## src/rgbgam_pkg.sv

```systemverilog
`timescale 1ns / 1ps
// ----------------------------------------------------------------------------
// rgbgam_pkg: shared types and constants for the rgb565 gamma block
// Holds request codes, curve selects, the channel widening tables and the
// rounding narrow function used on looked-up curve words.
// ----------------------------------------------------------------------------
package rgbgam_pkg;

  localparam int PIXEL_W      = 16;
  localparam int CURVE_W      = 16;
  localparam int CURVE_DEPTH  = 256;
  localparam int LEVEL_W      = 8;
  localparam int RED_W        = 5;
  localparam int GREEN_W      = 6;
  localparam int BLUE_W       = 5;

  // request codes
  localparam logic REQ_PIXEL = 1'b0;
  localparam logic REQ_LOAD  = 1'b1;

  // curve selects, the fourth code loads nothing
  localparam logic [1:0] CURVE_RED   = 2'd0;
  localparam logic [1:0] CURVE_GREEN = 2'd1;
  localparam logic [1:0] CURVE_BLUE  = 2'd2;

  localparam int NARROW_BIAS = 32767;
  localparam int FULL_SCALE  = 65535;

  typedef logic [31:0][LEVEL_W-1:0] widen5_lut_t;
  typedef logic [63:0][LEVEL_W-1:0] widen6_lut_t;

  typedef struct packed {
    logic                 apply;
    logic [PIXEL_W-1:0]   pixel;
  } pix_meta_t;

  typedef struct packed {
    logic [CURVE_W-1:0] red;
    logic [CURVE_W-1:0] green;
    logic [CURVE_W-1:0] blue;
  } curve_words_t;

  function automatic widen5_lut_t build_widen5();
    widen5_lut_t lut;
    for (int i = 0; i < 32; i++) begin
      lut[i] = LEVEL_W'((i * 255 + 15) / 31);
    end
    return lut;
  endfunction

  function automatic widen6_lut_t build_widen6();
    widen6_lut_t lut;
    for (int i = 0; i < 64; i++) begin
      lut[i] = LEVEL_W'((i * 255 + 31) / 63);
    end
    return lut;
  endfunction

  localparam widen5_lut_t WIDEN5_LUT = build_widen5();
  localparam widen6_lut_t WIDEN6_LUT = build_widen6();

  // (c*maxv + 32767) / 65535 with q0 = x >> 16 and one correction step,
  // the remainder estimate stays below twice the divisor
  function automatic logic [5:0] narrow_level(input logic [CURVE_W-1:0] c,
                                              input logic [5:0] maxv);
    logic [21:0] x;
    logic [5:0]  q0;
    logic [16:0] r;
    x  = 22'(c) * 22'(maxv) + 22'(NARROW_BIAS);
    q0 = x[21:16];
    r  = 17'(x[15:0]) + 17'(q0);
    return (r >= 17'(FULL_SCALE)) ? q0 + 6'd1 : q0;
  endfunction

endpackage

```

## src/rgbgam_if.sv

```systemverilog


interface rgbgam_pix_if;
  logic        valid;
  logic        ready;
  logic [15:0] pixel_out;

  modport source (output valid, pixel_out, input ready);
  modport sink   (input valid, pixel_out, output ready);
endinterface

```

## src/rgbgam_output.sv

```systemverilog
`timescale 1ns / 1ps
// ----------------------------------------------------------------------------
// rgbgam_output: curve word narrowing and output register
// Rounds each curve word back to 5/6/5 bits and holds the result pixel.
// ----------------------------------------------------------------------------
module rgbgam_output (
  input  logic                       clk,
  input  logic                       rst,
  input  logic                       stage_valid,
  output logic                       stage_ready,
  input  rgbgam_pkg::pix_meta_t      stage_meta,
  input  rgbgam_pkg::curve_words_t   stage_words,
  rgbgam_pix_if.source               pixel_rsp
);
  import rgbgam_pkg::*;

  logic [5:0]          red_out;
  logic [5:0]          green_out;
  logic [5:0]          blue_out;
  logic [PIXEL_W-1:0]  corrected;
  logic [PIXEL_W-1:0]  pixel_out_next;

  assign red_out   = narrow_level(stage_words.red, 6'd31);
  assign green_out = narrow_level(stage_words.green, 6'd63);
  assign blue_out  = narrow_level(stage_words.blue, 6'd31);

  assign corrected      = {red_out[4:0], green_out, blue_out[4:0]};
  assign pixel_out_next = stage_meta.apply ? corrected : stage_meta.pixel;

  assign stage_ready = !pixel_rsp.valid || pixel_rsp.ready;

  always_ff @(posedge clk) begin
    if (rst) begin
      pixel_rsp.valid <= 1'b0;
    end else if (stage_ready) begin
      pixel_rsp.valid <= stage_valid;
    end
  end

  always_ff @(posedge clk) begin
    if (stage_valid && stage_ready) begin
      pixel_rsp.pixel_out <= pixel_out_next;
    end
  end

endmodule

```

## src/flat_wrapper.sv

```systemverilog
// flat-port wrapper written by rule: the top's interface ports become plain ports
module rgbgam_output_flat import rgbgam_pkg::*;
  (clk, rst, stage_valid, stage_ready, stage_meta, stage_words, pixel_rsp_valid, pixel_rsp_pixel_out, pixel_rsp_ready);
  rgbgam_pix_if pixel_rsp_i ();
  input  logic clk;
  input  logic rst;
  input  logic stage_valid;
  output logic stage_ready;
  input  rgbgam_pkg::pix_meta_t stage_meta;
  input  rgbgam_pkg::curve_words_t stage_words;
  output wire logic [$bits(pixel_rsp_i.valid)-1:0] pixel_rsp_valid;
  output wire logic [$bits(pixel_rsp_i.pixel_out)-1:0] pixel_rsp_pixel_out;
  input wire logic [$bits(pixel_rsp_i.ready)-1:0] pixel_rsp_ready;
  assign pixel_rsp_valid = pixel_rsp_i.valid;
  assign pixel_rsp_pixel_out = pixel_rsp_i.pixel_out;
  assign pixel_rsp_i.ready = pixel_rsp_ready;
  rgbgam_output u_core (.clk(clk), .rst(rst), .stage_valid(stage_valid), .stage_ready(stage_ready), .stage_meta(stage_meta), .stage_words(stage_words), .pixel_rsp(pixel_rsp_i));
endmodule
```

## config.mk

```make
export PLATFORM = sky130hd
export DESIGN_NAME = rgbgam_output_flat
export DESIGN_NICKNAME = d
export VERILOG_FILES = /design/src/rgbgam_pkg.sv /design/src/rgbgam_if.sv /design/src/rgbgam_output.sv /design/src/flat_wrapper.sv
export SDC_FILE = /design/constraint.sdc
export NUM_CORES = 1
export LEC_CHECK = 0
export BUFFER_PORTS_ARGS = -buffer_cell sky130_fd_sc_hd__buf_2
export CAP_MARGIN = 15
export CELL_PAD_IN_SITES_DETAIL_PLACEMENT = 0
export CELL_PAD_IN_SITES_GLOBAL_PLACEMENT = 2
export CORE_MARGIN = 10
export CORE_UTILIZATION = 25
export DETAILED_ROUTE_END_ITERATION = 8
export GPL_ROUTABILITY_DRIVEN = 0
export PLACE_DENSITY_LB_ADDON = 0.08
export SLEW_MARGIN = 20
export SYNTH_ARGS = -nofsm -noshare
export SYNTH_HDL_FRONTEND = slang
export SYNTH_SLANG_ARGS = --single-unit
```

## constraint.sdc

```tcl
create_clock -name clk -period 7.58 [get_ports clk]
set_input_delay 0.379 -clock clk [delete_from_list [all_inputs] [get_ports clk]]
set_output_delay 0.379 -clock clk [all_outputs]
set_load 0.03 [all_outputs]
```

==> reports/results.txt <==
GRT Util Overall = 10.9%
Worst hold path class = in -> reg
CP Max Fanout = 6
Final antenna-violating net count = 0
Die Width = 211 µm
Clock-pin slew on the worst setup and hold paths = 60 ps
Yosys warning total = 0
Most frequent cell after synthesis = inv_1
Final setup violation count = 0
Slew @ Worst Pin = 887 ps
R2R depth = 2
Ys async rst share = 0%
Worst-skew pair later-pin latency = 260 ps
RSZ-0062 raised after global routing = false
Commonest cells post-synth = inv_1, ha_1, fa_1
Max_slew headroom = 40.9%
CTS tree = yes
Row count = 70
HPWL Detailed = 22000 µm
Die area = 0.0447 mm²
Clk sinks = 17
Mean Syn Cell Area = 9.04 µm²
Synth cell types = 68
Number of buffers added on ports = 86
R2R Setup Slk = 6080 ps
Vias in the first global route = 7534
Final hold violation count = 0
Area Overhead vs Synth = 14.2%
WHS Path Cells = 2
CTS buffer count = 3
Fin. max-slew vios = 0
Reg2reg end = u_core.pixel_rsp.pixel_out[10]
Most frequent CP cell = ha_1
Post-Syn Area = 0.00915 mm²
Post-route cell area = 0.0104 mm²
Max clock buf depth = 2
Hold EP = u_core.pixel_rsp.valid
Tmin final = 7050 ps
Dpl cell area = 0.0103 mm²
Status = completed
WP data required = 7690 ps
Syn Nets = 1371
Initial Util = 25.2%
Number of synthesized register bits = 17
Total grt overflow = 0
Initial antenna violation count = 2
Core area = 0.0363 mm²
Critical Path Source = stage_words[17]
Post-Route Utilization = 28.7%
Top Ports = 87
FILL cells = 3947
Synth Instances = 1012
CP Launch Type = primary input
Synth top area cells = fa_1, ha_1, inv_1
CTS Hold Buffers Added = 0
Pin count of the biggest net entering global routing = 28
Max_cap viols = 0
Post-synth top flop = edfxtp_1
Post-synth EDFFs = 16
FMAX = 0.142 GHz
Critical path class = in -> reg
Final nets = 1479
Clk root buf = clkbuf_16
Area share of the largest cell type after synthesis = 30.4%
WP data arrival = 7160 ps
Iter 0 DRT Violations = 166
Die H = 211 µm
Crit end category = flip-flop
# H-tree levels = 1
Final Skew = 5.13 ps
Hold path startpoint = rst
Final period util = 93.0%
First-pass GRT wire length = 40000 µm
Via count = 6933
Synth area leader = fa_1
Drt drc = 0
WL final = 23900 µm
Share of layout cells above drive strength 1 = 12.9%
Wire length per cell = 15.0 µm
Sequential area share after synthesis = 5.47%
Drt via density = 4.37
DRT Pass-1 Iters = 4
Slowest cell on crit path = fa_1
CP peak stage delay = 520 ps
Post-CTS Setup Inserts = 0
R2r startpoint = u_core.pixel_rsp.valid
## logic make-up after synthesis
kind of cell | share of synthesized area [%]
flip-flops | 5.47
adder cells (fa/ha/maj) | 51.4
XOR/XNOR | 8.25
AO/OA/AOI/OAI | 14.4
AND/OR/NAND/NOR | 8.83
buffers and inverters | 10.5
multiplexers | 1.16
## metrics by stage
step | hold slack [ps] | TNS, ps | setup slack [ps] | std cells
3_3_place_gp | 502 | 0 | 43.6 | 1583
4_1_cts | 274 | 0 | 246 | 1587
5_1_grt | 277 | 0 | 48.4 | 1587
3_5_place_dp | 517 | -2.79 | -2.79 | 1583
2_1_floorplan | 448 | 0 | 715 | 1012
6_report | 273 | 0 | 532 | 1588
## layout make-up
class	count	area (µm²)	share of cell area [%]
clock buffers	3	75.1	0.719
multi-input cells	740	7730	74.0
flip-flops and latches	17	500	4.79
well taps	468	586	5.61
diodes	1	2.50	0.0240
inverters	246	923	8.84
repair buffers	112	626	5.99
clock inverters	1	7.51	0.0719
## placed cells by master, fill, tap and decap left out, types with 18 or more instances in the layout
master,instances
xor2_1,30
inv_1,245
buf_2,86
xnor2_1,48
a21oi_1,55
fa_1,139
o21ai_0,29
nor2_1,42
ha_1,151
buf_4,26
nand2_1,30
nand3_1,18
a21o_1,28
## repair_timing
item,CTS,global route
endpoints found under the hold margin,0,0
resized for setup,0,10
setup endpoints to repair,0,8
## layer usage
layer  global-route usage [%]  vias up  wire (µm)
li1                         -     3550          -
met1                     15.9     3289      12200
met2                     17.3       78      10600
met3                     1.29       14        854
met4                     1.46        2        208
met5                        0        -         13
## worst max-delay path by stage
stage | cells after the start | endpoint | slack [ps]
5_1_grt | 28 | u_core.pixel_rsp.pixel_out[10] | 50
3_5_place_dp | 29 | u_core.pixel_rsp.pixel_out[10] | -3
4_1_cts | 29 | u_core.pixel_rsp.pixel_out[10] | 250
2_1_floorplan | 25 | u_core.pixel_rsp.pixel_out[9] | 710
3_3_place_gp | 29 | u_core.pixel_rsp.pixel_out[10] | 40
6_report | 28 | u_core.pixel_rsp.pixel_out[10] | 530
## flip-flops by register name (all words and copies together), names as in the netlist
signal	flops
u_core.pixel_rsp.pixel_out	16
u_core.pixel_rsp.valid	1
## critical path, delay by kind of cell
kind | cells | cell delay, ps
AO/OA/AOI/OAI | 8 | 2150
adder cells (fa/ha/maj) | 6 | 2120
AND/OR/NAND/NOR | 8 | 1790
XOR/XNOR | 2 | 370
buffers and inverters | 4 | 330
Power is left out: the tool's default activity adds up to more than one toggle a clock period on the data nets, which glitch-free logic cannot reach.
